$ cat src/sv/wsf_pkg.sv
// shared types and constants of the section framer
`default_nettype none

package wsf_pkg;

  localparam int unsigned WORD_W = 32;
  localparam logic [WORD_W-1:0] MAGIC_RESET   = 32'h6d736100;
  localparam logic [WORD_W-1:0] VERSION_RESET = 32'h00000001;

  // configuration register indexes
  localparam logic REG_MAGIC   = 1'b0;
  localparam logic REG_VERSION = 1'b1;

  // result kinds
  localparam logic KIND_DESC = 1'b0;
  localparam logic KIND_STAT = 1'b1;

  typedef enum logic [1:0] {
    ST_OK        = 2'd0,
    ST_BAD_HDR   = 2'd1,
    ST_TOO_LONG  = 2'd2,
    ST_TRUNCATED = 2'd3
  } status_t;

  typedef enum logic [2:0] {
    PH_HEADER  = 3'd0,
    PH_ID      = 3'd1,
    PH_SIZE    = 3'd2,
    PH_PAYLOAD = 3'd3,
    PH_ERROR   = 3'd4
  } phase_t;

  typedef struct packed {
    logic [7:0] data_byte;
    logic       last_byte;
  } item_t;

  typedef struct packed {
    logic              kind;
    logic [7:0]        section_id;
    logic [WORD_W-1:0] section_length;
    logic [WORD_W-1:0] payload_offset;
    logic [1:0]        status;
    logic              final_res;
  } result_t;

  // one queue entry: the results caused by one input byte
  typedef struct packed {
    logic              has_desc;
    logic [7:0]        id;
    logic [WORD_W-1:0] len;
    logic [WORD_W-1:0] off;
    logic              has_stat;
    status_t           status;
  } event_t;

endpackage

`default_nettype wire

$ cat src/sv/wsf_front.sv
// front end: header check, section framing and size decoding
`default_nettype none

module wsf_front import wsf_pkg::*; #(
  parameter int unsigned MAX_LEB_BYTES = 7
) (
  input  wire logic              clk,
  input  wire logic              rst,
  input  wire logic              cfg_we,
  input  wire logic              cfg_index,
  input  wire logic [WORD_W-1:0] cfg_data,
  input  wire logic              accept,
  input  wire item_t             item,
  output      logic              push,
  output      event_t            evt
);

  localparam logic [2:0] MaxGroups = 3'(MAX_LEB_BYTES);

  logic [WORD_W-1:0] expected_magic;
  logic [WORD_W-1:0] expected_version;

  phase_t            phase, phase_next;
  logic [2:0]        header_count;
  logic [WORD_W-1:0] header_word;
  logic              header_bad;
  logic [WORD_W-1:0] size_accum;
  logic [2:0]        group_count;
  logic [7:0]        current_id;
  logic [WORD_W-1:0] bytes_left;
  logic [WORD_W-1:0] byte_offset;
  status_t           error_code, error_code_next;

  logic [WORD_W-1:0] hdr_merged;
  logic              hdr_bad_now;
  logic [2:0]        hc_inc;
  logic [47:0]       leb_part;
  logic [5:0]        leb_shift;
  logic [WORD_W-1:0] size_merged;
  logic              size_end;
  logic [2:0]        gc_inc;
  logic              too_long;
  logic [WORD_W-1:0] left_dec;

  always_ff @(posedge clk) begin
    if (rst) begin
      expected_magic   <= MAGIC_RESET;
      expected_version <= VERSION_RESET;
    end else if (cfg_we) begin
      if (cfg_index == REG_MAGIC) begin
        expected_magic <= cfg_data;
      end else begin
        expected_version <= cfg_data;
      end
    end
  end

  always_comb begin
    hdr_merged  = header_word | (WORD_W'(item.data_byte) << {header_count[1:0], 3'b000});
    hdr_bad_now = header_bad
                | ((header_count == 3'd3) && (hdr_merged != expected_magic))
                | ((header_count == 3'd7) && (hdr_merged != expected_version));
    hc_inc      = header_count + 3'd1;
    leb_shift   = 6'(group_count) * 6'd7;
    leb_part    = {41'b0, item.data_byte[6:0]} << leb_shift;
    size_merged = size_accum | leb_part[WORD_W-1:0];
    size_end    = !item.data_byte[7];
    gc_inc      = group_count + 3'd1;
    too_long    = !size_end && (gc_inc >= MaxGroups);
    left_dec    = bytes_left - WORD_W'(1);
  end

  // next phase
  always_comb begin
    unique case (phase)
      PH_HEADER: begin
        if (hdr_bad_now) phase_next = PH_ERROR;
        else if (hc_inc == 3'd0) phase_next = PH_ID;
        else phase_next = PH_HEADER;
      end
      PH_ID: phase_next = PH_SIZE;
      PH_SIZE: begin
        if (size_end) phase_next = (size_merged == '0) ? PH_ID : PH_PAYLOAD;
        else if (too_long) phase_next = PH_ERROR;
        else phase_next = PH_SIZE;
      end
      PH_PAYLOAD: phase_next = (left_dec == '0) ? PH_ID : PH_PAYLOAD;
      default: phase_next = PH_ERROR;
    endcase
  end

  // error code and queue entry
  always_comb begin
    error_code_next = error_code;
    if (phase == PH_HEADER && hdr_bad_now) error_code_next = ST_BAD_HDR;
    if (phase == PH_SIZE && too_long) error_code_next = ST_TOO_LONG;

    evt.has_desc = (phase == PH_SIZE) && size_end;
    evt.id       = current_id;
    evt.len      = size_merged;
    evt.off      = byte_offset + WORD_W'(1);
    evt.has_stat = item.last_byte;
    if (error_code_next != ST_OK) evt.status = error_code_next;
    else if (phase_next == PH_ID) evt.status = ST_OK;
    else evt.status = ST_TRUNCATED;
    push = accept && (evt.has_desc || evt.has_stat);
  end

  always_ff @(posedge clk) begin
    if (rst || (accept && item.last_byte)) begin
      phase        <= PH_HEADER;
      header_count <= '0;
      header_word  <= '0;
      header_bad   <= 1'b0;
      size_accum   <= '0;
      group_count  <= '0;
      current_id   <= '0;
      bytes_left   <= '0;
      byte_offset  <= '0;
      error_code   <= ST_OK;
    end else if (accept) begin
      phase       <= phase_next;
      error_code  <= error_code_next;
      byte_offset <= byte_offset + WORD_W'(1);
      unique case (phase)
        PH_HEADER: begin
          header_word  <= (header_count[1:0] == 2'd3) ? '0 : hdr_merged;
          header_bad   <= hdr_bad_now;
          header_count <= hc_inc;
        end
        PH_ID: begin
          current_id  <= item.data_byte;
          size_accum  <= '0;
          group_count <= '0;
        end
        PH_SIZE: begin
          size_accum  <= size_merged;
          group_count <= gc_inc;
          if (size_end) bytes_left <= size_merged;
        end
        PH_PAYLOAD: bytes_left <= left_dec;
        default: ;
      endcase
    end
  end

endmodule

`default_nettype wire

$ cat src/sv/wsf_queue.sv
// short event queue between front and back
`default_nettype none

module wsf_queue import wsf_pkg::*; #(
  parameter int unsigned DEPTH = 4
) (
  input  wire logic   clk,
  input  wire logic   rst,
  input  wire logic   push,
  input  wire event_t wr_data,
  input  wire logic   pop,
  output      event_t head,
  output      logic   empty,
  output      logic   full
);

  localparam int unsigned PtrW = (DEPTH > 1) ? $clog2(DEPTH) : 1;
  localparam int unsigned CntW = $clog2(DEPTH + 1);
  localparam logic [PtrW-1:0] LastPtr = PtrW'(DEPTH - 1);

  event_t          entries [DEPTH];
  logic [PtrW-1:0] wr_ptr;
  logic [PtrW-1:0] rd_ptr;
  logic [CntW-1:0] count;

  assign head  = entries[rd_ptr];
  assign empty = (count == '0);
  assign full  = (count == CntW'(DEPTH));

  always_ff @(posedge clk) begin
    if (push) entries[wr_ptr] <= wr_data;
  end

  always_ff @(posedge clk) begin
    if (rst) begin
      wr_ptr <= '0;
      rd_ptr <= '0;
      count  <= '0;
    end else begin
      if (push) wr_ptr <= (wr_ptr == LastPtr) ? '0 : wr_ptr + PtrW'(1);
      if (pop) rd_ptr <= (rd_ptr == LastPtr) ? '0 : rd_ptr + PtrW'(1);
      if (push && !pop) count <= count + CntW'(1);
      else if (pop && !push) count <= count - CntW'(1);
    end
  end

endmodule

`default_nettype wire

$ cat src/sv/wsf_back.sv
// back end: splits queue entries into result requests behind an output register
`default_nettype none

module wsf_back import wsf_pkg::*; (
  input  wire logic    clk,
  input  wire logic    rst,
  input  wire event_t  head,
  input  wire logic    empty,
  output      logic    pop,
  output      logic    res_valid,
  input  wire logic    res_ready,
  output      result_t res_item
);

  logic    desc_sent;
  logic    load;
  logic    send_desc;
  result_t next_res;

  always_comb begin
    load      = (!res_valid || res_ready) && !empty;
    send_desc = head.has_desc && !desc_sent;
    pop       = load && !(send_desc && head.has_stat);
    if (send_desc) begin
      next_res = '{kind: KIND_DESC, section_id: head.id, section_length: head.len,
                   payload_offset: head.off, status: ST_OK, final_res: 1'b0};
    end else begin
      next_res = '{kind: KIND_STAT, section_id: '0, section_length: '0,
                   payload_offset: '0, status: head.status, final_res: 1'b1};
    end
  end

  always_ff @(posedge clk) begin
    if (rst) begin
      res_valid <= 1'b0;
      desc_sent <= 1'b0;
    end else begin
      if (load) begin
        res_valid <= 1'b1;
        desc_sent <= !pop;
      end else if (res_ready) begin
        res_valid <= 1'b0;
      end
    end
  end

  always_ff @(posedge clk) begin
    if (load) res_item <= next_res;
  end

endmodule

`default_nettype wire

$ cat src/sv/wasm_section_framer_top.sv
// top level of the module image section framer
//
//   channel  | handshake                 | payload
//   ---------+---------------------------+------------------------------
//   byte     | byte_valid / byte_ready   | byte_item (data_byte, last_byte)
//   result   | res_valid / res_ready     | res_item (descriptor or status)
//   config   | cfg_we                    | cfg_index, cfg_data
//
// one byte per cycle while the event queue is not full: the front updates its framing state as each byte is accepted
// a byte that ends a size and is also the last byte makes two result requests,
// which the back end sends one after the other, the descriptor first
// byte_ready falls only when the event queue is full
// rst is synchronous and returns config registers to their reset values
`default_nettype none

module wasm_section_framer_top import wsf_pkg::*; #(
  parameter int unsigned MAX_LEB_BYTES = 7,
  parameter int unsigned QUEUE_DEPTH   = 4
) (
  input  wire logic              clk,
  input  wire logic              rst,
  // input bytes
  input  wire logic              byte_valid,
  output      logic              byte_ready,
  input  wire item_t             byte_item,
  // result requests
  output      logic              res_valid,
  input  wire logic              res_ready,
  output      result_t           res_item,
  // configuration writes
  input  wire logic              cfg_we,
  input  wire logic              cfg_index,
  input  wire logic [WORD_W-1:0] cfg_data
);

  logic   accept;
  logic   push;
  event_t evt;
  event_t head;
  logic   q_empty;
  logic   q_full;
  logic   pop;

  // a byte is taken whenever the queue has room for its results
  assign byte_ready = !q_full;
  assign accept     = byte_valid && byte_ready;

  wsf_front #(
    .MAX_LEB_BYTES(MAX_LEB_BYTES)
  ) u_front (
    .clk      (clk),
    .rst      (rst),
    .cfg_we   (cfg_we),
    .cfg_index(cfg_index),
    .cfg_data (cfg_data),
    .accept   (accept),
    .item     (byte_item),
    .push     (push),
    .evt      (evt)
  );

  // decouples byte intake from result delivery
  wsf_queue #(
    .DEPTH(QUEUE_DEPTH)
  ) u_queue (
    .clk    (clk),
    .rst    (rst),
    .push   (push),
    .wr_data(evt),
    .pop    (pop),
    .head   (head),
    .empty  (q_empty),
    .full   (q_full)
  );

  wsf_back u_back (
    .clk      (clk),
    .rst      (rst),
    .head     (head),
    .empty    (q_empty),
    .pop      (pop),
    .res_valid(res_valid),
    .res_ready(res_ready),
    .res_item (res_item)
  );

endmodule

`default_nettype wire
$ cat config.mk
export PLATFORM = sky130hd
export DESIGN_NAME = wasm_section_framer_top
export DESIGN_NICKNAME = d
export VERILOG_FILES = /design/src/sv/wsf_pkg.sv /design/src/sv/wsf_front.sv /design/src/sv/wsf_queue.sv /design/src/sv/wsf_back.sv /design/src/sv/wasm_section_framer_top.sv
export SDC_FILE = /design/constraint.sdc
export NUM_CORES = 1
export LEC_CHECK = 0
export BUFFER_PORTS_ARGS = -buffer_cell sky130_fd_sc_hd__buf_2
export CAP_MARGIN = 40
export CORE_AREA = 4 4 211 213
export DETAILED_ROUTE_END_ITERATION = 8
export DIE_AREA = 0 0 215 217
export GPL_TIMING_DRIVEN = 0
export PLACE_DENSITY = 0.78
export SYNTH_ARGS = -nofsm -noshare
export SYNTH_HDL_FRONTEND = slang
export SYNTH_SLANG_ARGS = --single-unit
$ cat constraint.sdc
create_clock -name clk -period 17.1 [get_ports clk]
set_input_delay 0.855 -clock clk [delete_from_list [all_inputs] [get_ports clk]]
set_output_delay 0.855 -clock clk [all_outputs]
set_load 0.005 [all_outputs]
==> flow_summary.ini, run 1 <==
[timing]
worst_pin_slew_ps = 988.7
setup_viol_count_final = 0
timing.fmax_mhz = 217.7
fin_crit_ps = 4594
rsz0062_at_grt = no
hold_viol = 0
relSlewSlack_pct = 32.38
setup_slack_ps = 12510
finClkSkew_ps = 24.41
slew_viol_final = 0
finalCritPeriodShare_pct = 26.87
setup_tns_ps = 0

[drt]
via_count = 17759
ant_nets = 0
drt-total-wl_mm = 65.29
first_pass_iters = 5
avgViaCountPerCell = 6.115
wl_per_cell_microns = 22.48
drc = 0
drt_iter0_drc = 1724

[min_path]
hp-class = input pin to flop

[clock_tree]
root_buffer = clkbuf_16
cts_tree = done
h-tree-depth = 2
post_cts_resized = 0
postCtsSetupRepairBufs = 0
clock_sinks = 602
clk_pin_slew_worst_paths_ps = 70
cts_buffers = 57
ctsLongestPathBuffers = 3
clk_latency_ps = 620
cts_hold_buffers = 0

[worst_setup_path]
slowest_stage = a2111oi_0
path_buf_inv = 2
critPathMaxStageDelay_ps = 860
crit_path_frequent_cell = buf_2
cp.arrival_ps = 4940
critPathTopFamily = compound AO/OA/AOI/OAI gates
critPathRequiredTime_ps = 17440
worstSetupPathType = flop to flop
crit_path_end_kind = flop
cp_max_fo = 10
crit_chain = buf_2, nor2b_1, buf_2, a221oi_1, a2111oi_0, nand4_1, o41ai_1, nand3b_1, o41ai_4, nand3b_4, a221o_1
cp-start-kind = flop

[floorplan]
start_util_pct = 59.27
die_h_microns = 217
core_sq_um = 42700
io_pins = 125
rows = 76
die_x_microns = 215
die_area_sq_um = 46660

[global_route]
grt_max_degree = 57
globalRouteTotalUtil_pct = 27.84
antenna_found_initial = 1
overflow = 0
grt_pass1_wl_mm = 101.1
first_global_vias = 17691

[run]
cap_violations = 0

[layout]
final_nets = 2375
drive_above_1_share_pct = 13.87
syn2layout_area_growth_pct = 13.72
diodes = 0

[yosys]
ys_warn_count = 0
synth.area.top_cells = edfxtp_1, dfxtp_1, mux4_2
synth_area_leader_cell = edfxtp_1
seq_area_frac_synth_pct = 62.62
syn_avg_cell_area_sq_um = 11.96
syn-cell-area_sq_um = 25300
synthesis.nets = 2178
synth_edf_count = 379
synthArstFlopShare_pct = 0
ys_ff_latch = 602
netlist_instances = 2115
synth.most_common_cell = edfxtp_1
ys_top_cells_by_count = edfxtp_1, nand2_1, dfxtp_1, a21oi_1, nor2_1
synth_cell_types = 64
synth_ff_type = edfxtp_1
synth_top_area_share_pct = 44.98

[place]
dp_hpwl_mm = 45.34
numPortBuffers = 121
place_worst_setup_slack_ps = 12370
gp_congestion = 0.9598

[power_and_ir_drop]
p_per_area_nw_per_um2 = 135.2
leakage_uw = 0.01026
p_total_uw = 3891
ir_drop_mv = 0.07948

[run_status]
outcome = complete, no violations
report_power, final:
group / total [uW] / internal (uW) / switching, uW
Combinational: 837 / 357 / 479
Clock: 1260 / 721 / 539
Sequential: 1790 / 1740 / 53.4
Total: 3890 / 2820 / 1070
final timing paths:
path | slack, ps | startpoint | cells past startpoint | to
min reg2reg | 470 | u_front.expected_magic[6]$_SDFFE_PP0P_ | 2 | u_front.expected_magic[6]$_SDFFE_PP0P_
max reg2reg | 12510 | u_front.header_count[1]$_SDFFE_PP0P_ | 11 | u_queue.entries[2][1]$_DFFE_PP_
min | 470 | cfg_data[16] | 3 | u_front.expected_magic[16]$_SDFFE_PP1P_
max | 12510 | u_front.header_count[1]$_SDFFE_PP0P_ | 11 | u_queue.entries[2][1]$_DFFE_PP_
flip-flops by register name, indices dropped and copies added, names as in the netlist, named ones only:
register / count
u_queue.entries: 304
u_back.res_item: 75
u_front.byte_offset: 32
u_front.bytes_left: 32
u_front.expected_magic: 32
u_front.expected_version: 32
u_front.header_word: 32
u_front.size_accum: 32
u_front.current_id: 8
u_front.group_count: 3
u_front.header_count: 3
u_front.phase: 3
u_queue.count: 3
u_front.error_code: 2
u_queue.rd_ptr: 2
u_queue.wr_ptr: 2
u_back.desc_sent: 1
u_back.res_valid: 1
u_front.header_bad: 1
worst min-delay path, cell delays in order:
cell	delay, ps
buf_2	90
nand2_1	40
nand3b_1	70
area by class of cell:
cell class                      instances  area (sq um)
Multi-Input combinational cell       1327          8761
Clock buffer                           79          1653
Inverter                               48         180.2
Clock inverter                         26         232.7
Fill cell                            3054         13920
Buffer                                138         539.3
Tap cell                              546         683.2
Timing Repair Buffer                  138         882.1
Sequential cell                       602         15850
metal layers:
| layer | vias to the layer above | GRT usage [%] | part of all wire [%] |
|---|---|---|---|
| li1 | 8129 | - | - |
| met1 | 8681 | 36.25 | 40 |
| met2 | 780 | 47.09 | 48 |
| met3 | 167 | 4.342 | 7.2 |
| met4 | 2 | 11.92 | 4.7 |
| met5 | - | 0 | 0.021 |
placed cells by master, fill, tap and decap left out, types with 38 or more instances in the layout:
cell type,count
a21oi_1,205
and2_1,38
buf_2,129
clkbuf_1,129
clkbuf_16,60
dfxtp_1,223
edfxtp_1,379
inv_1,48
mux4_2,76
nand2_1,236
nor2_1,154
nor2b_1,85
nor3_1,59
o21ai_0,71
xnor2_1,41
xor2_1,46
cells by family after synthesis:
family / after synthesis / share of synthesized area [%]
muxes: 80 / 6.922
adders and majority gates: 16 / 0.8208
and+or+nand+nor: 752 / 14.71
xor gates and xnor gates: 87 / 3.011
AOI/OAI and AO/OA: 392 / 9.073
buffers and inverters: 186 / 2.843
DFF: 602 / 62.62
stage by stage:
step                      std cells  cell area, sq um  hold WS, ps  utilization (%)
after floorplan                2115             25300        437.3                -
after global placement         2782             26590        448.6            62.28
after detailed placement       2798             26880        462.7            62.96
after CTS                      2903             28770        448.5            67.37
after global routing           2904             28780        465.8            67.40
final                          2904             28780        466.4            67.40
(Power assumes the default switching activity.)
==> run 2: changes to the inputs <==
==> constraint.sdc (replaced) <==
create_clock -name clk -period 4.5 [get_ports clk]
set_input_delay 0.225 -clock clk [delete_from_list [all_inputs] [get_ports clk]]
set_output_delay 0.225 -clock clk [all_outputs]
set_load 0.005 [all_outputs]
==> flow_summary.ini, run 2 (same netlist as run 1, synthesis figures left out) <==
[drt]
first_pass_iters = 6
avgViaCountPerCell = 6.127
via_count = 18061
drt_iter0_drc = 2015
drt-total-wl_mm = 64.67
drc = 0
wl_per_cell_microns = 21.94
ant_nets = 0

[worst_setup_path]
cp_max_fo = 10
critPathMaxStageDelay_ps = 530
slowest_stage = buf_1
cp-startpoint = u_front.header_count[0]$_SDFFE_PP0P_
critPathRequiredTime_ps = 4850
crit_path_frequent_cell = buf_1
cp-start-kind = flop
cp.arrival_ps = 4670
r2r_start = u_front.header_count[0]$_SDFFE_PP0P_
crit_chain = buf_2, buf_1, a31oi_1, xnor2_1, a2111oi_0, buf_1, nand4_1, o41ai_1, nand3b_1, o41ai_4, nand3b_4, a221o_1
worstSetupPathType = flop to flop
crit_path_end_kind = flop

[run_status]
outcome = complete, no violations

[timing]
setup_viol_count_final = 0
rsz0062_at_grt = no
hold_viol = 0
fin_crit_ps = 4315
worst_pin_slew_ps = 892.3
finalCritPeriodShare_pct = 95.89
finClkSkew_ps = 32.03
relSlewSlack_pct = 40.12
timing.fmax_mhz = 231.8
slew_viol_final = 0

[power_and_ir_drop]
leakage_uw = 0.01050
p_per_area_nw_per_um2 = 516.1
ir_drop_mv = 0.3581

[global_route]
grt_pass1_wl_mm = 99.95
globalRouteTotalUtil_pct = 27.33
grt_max_degree = 49
antenna_found_initial = 2
first_global_vias = 17795
overflow = 0

[layout]
drive_above_1_share_pct = 13.83
final_nets = 2413
final_util_pct = 68.62
mostFrequentLayoutCell = edfxtp_1
final_cell_mix = edfxtp_1, nand2_1, dfxtp_1, a21oi_1, nor2_1
reg_top3 = u_queue.entries x304, u_back.res_item x75
largest_reg_flops = 304
syn2layout_area_growth_pct = 15.79
regMostFlops = u_queue.entries
final_cell_area_sq_um = 29300

[floorplan]
core_sq_um = 42700
die_area_sq_um = 46660
io_pins = 125
rows = 76
die_x_microns = 215
start_util_pct = 59.27
die_h_microns = 217

[min_path]
hp-start = cfg_we
hp-class = input pin to flop

[place]
gp_congestion = 0.9796
numPortBuffers = 121
dp_hpwl_mm = 43.74
dpl_cell_area_sq_um = 26880

[clock_tree]
ctsLongestPathBuffers = 3
clk_latency_ps = 630
cts_buffers = 59
clock_sinks = 602
root_buffer = clkbuf_16
h-tree-depth = 2
cts_tree = done
clk_pin_slew_worst_paths_ps = 70

[run]
cap_violations = 0
run 2: changes by cell type in the layout (fill, tap and decap cells not counted), moves of 3 or more:
cell	change
bufinv_16	+4
clkbuf_2	+4
clkinv_2	-3
dlygate4sd3_1	+35
run 2: path summary, 6_finish.rpt:
| path | end | slack [ps] | cells past startpoint |
|---|---|---|---|
| setup / recovery | u_queue.entries[1][1]$_DFFE_PP_ | 190 | 12 |
| setup reg to reg | u_queue.entries[1][1]$_DFFE_PP_ | 190 | 12 |
| hold / removal | u_front.expected_magic[31]$_SDFFE_PP0P_ | 50 | 4 |
| hold reg to reg | u_front.expected_version[19]$_SDFFE_PP0P_ | 470 | 2 |
run 2: layout make-up:
type                    instances  area (sq um)
clock inverters                28         355.3
flip-flops and latches        602         15850
clock buffers                  84          1689
well taps                     546         683.2
inverters                      48         180.2
plain buffers                 138         540.5
multi-input cells            1327          8761
fillers                      2938         13400
repair buffers                174          1242
diodes                          1         2.502
run 2: worst max-delay path: cells and delay by family, from the launching register on:
kind / cells / cell delay [ps]
AO/OA/AOI/OAI: 5 / 1890
buffers and inverters: 3 / 1020
AND/OR/NAND/NOR: 3 / 540
flip-flops: 1 / 400
XOR/XNOR: 1 / 190
run 2: report_power, final:
group	total [uW]	switching (uW)	internal (uW)	leakage, uW
clock network	5100	2080	3020	0.000989
logic	3200	1810	1390	0.00407
registers	6820	207	6610	0.00544
run 2: timing repair:
| action | CTS | global route |
|---|---|---|
| endpoints found under the hold margin | 69 | 0 |
| resized for setup | 0 | 2 |
| hold buffers | 35 | 0 |
| setup endpoints to repair | 0 | 4 |
| setup buffers | 0 | 0 |
run 2: metal layers:
layer / GRT usage (%) / vias to the layer above / part of all wire (%)
met4: 11.83 / 2 / 4.5
met3: 5.013 / 177 / 7.7
met2: 45.77 / 885 / 48
li1: - / 8201 / -
met1: 35.40 / 8796 / 39
met5: 0 / - / 0.071
run 2: per-stage QoR:
| step | instances | setup slack (ps) | hold WS (ps) | power, uW | TNS, ps |
|---|---|---|---|---|---|
| finish | 2948 | 185.1 | 53.10 | 15120 | 0 |
| CTS | 2945 | 304.8 | 9.564 | 15200 | 0 |
| global placement | 2782 | -2091 | 448.3 | 9871 | -301710 |
| detailed placement | 2798 | 350.4 | 459.0 | 10100 | 0 |
| global route | 2948 | 27.63 | 52.59 | 15750 | 0 |
| floorplan | 2115 | 29.87 | 323.9 | 8821 | 0 |
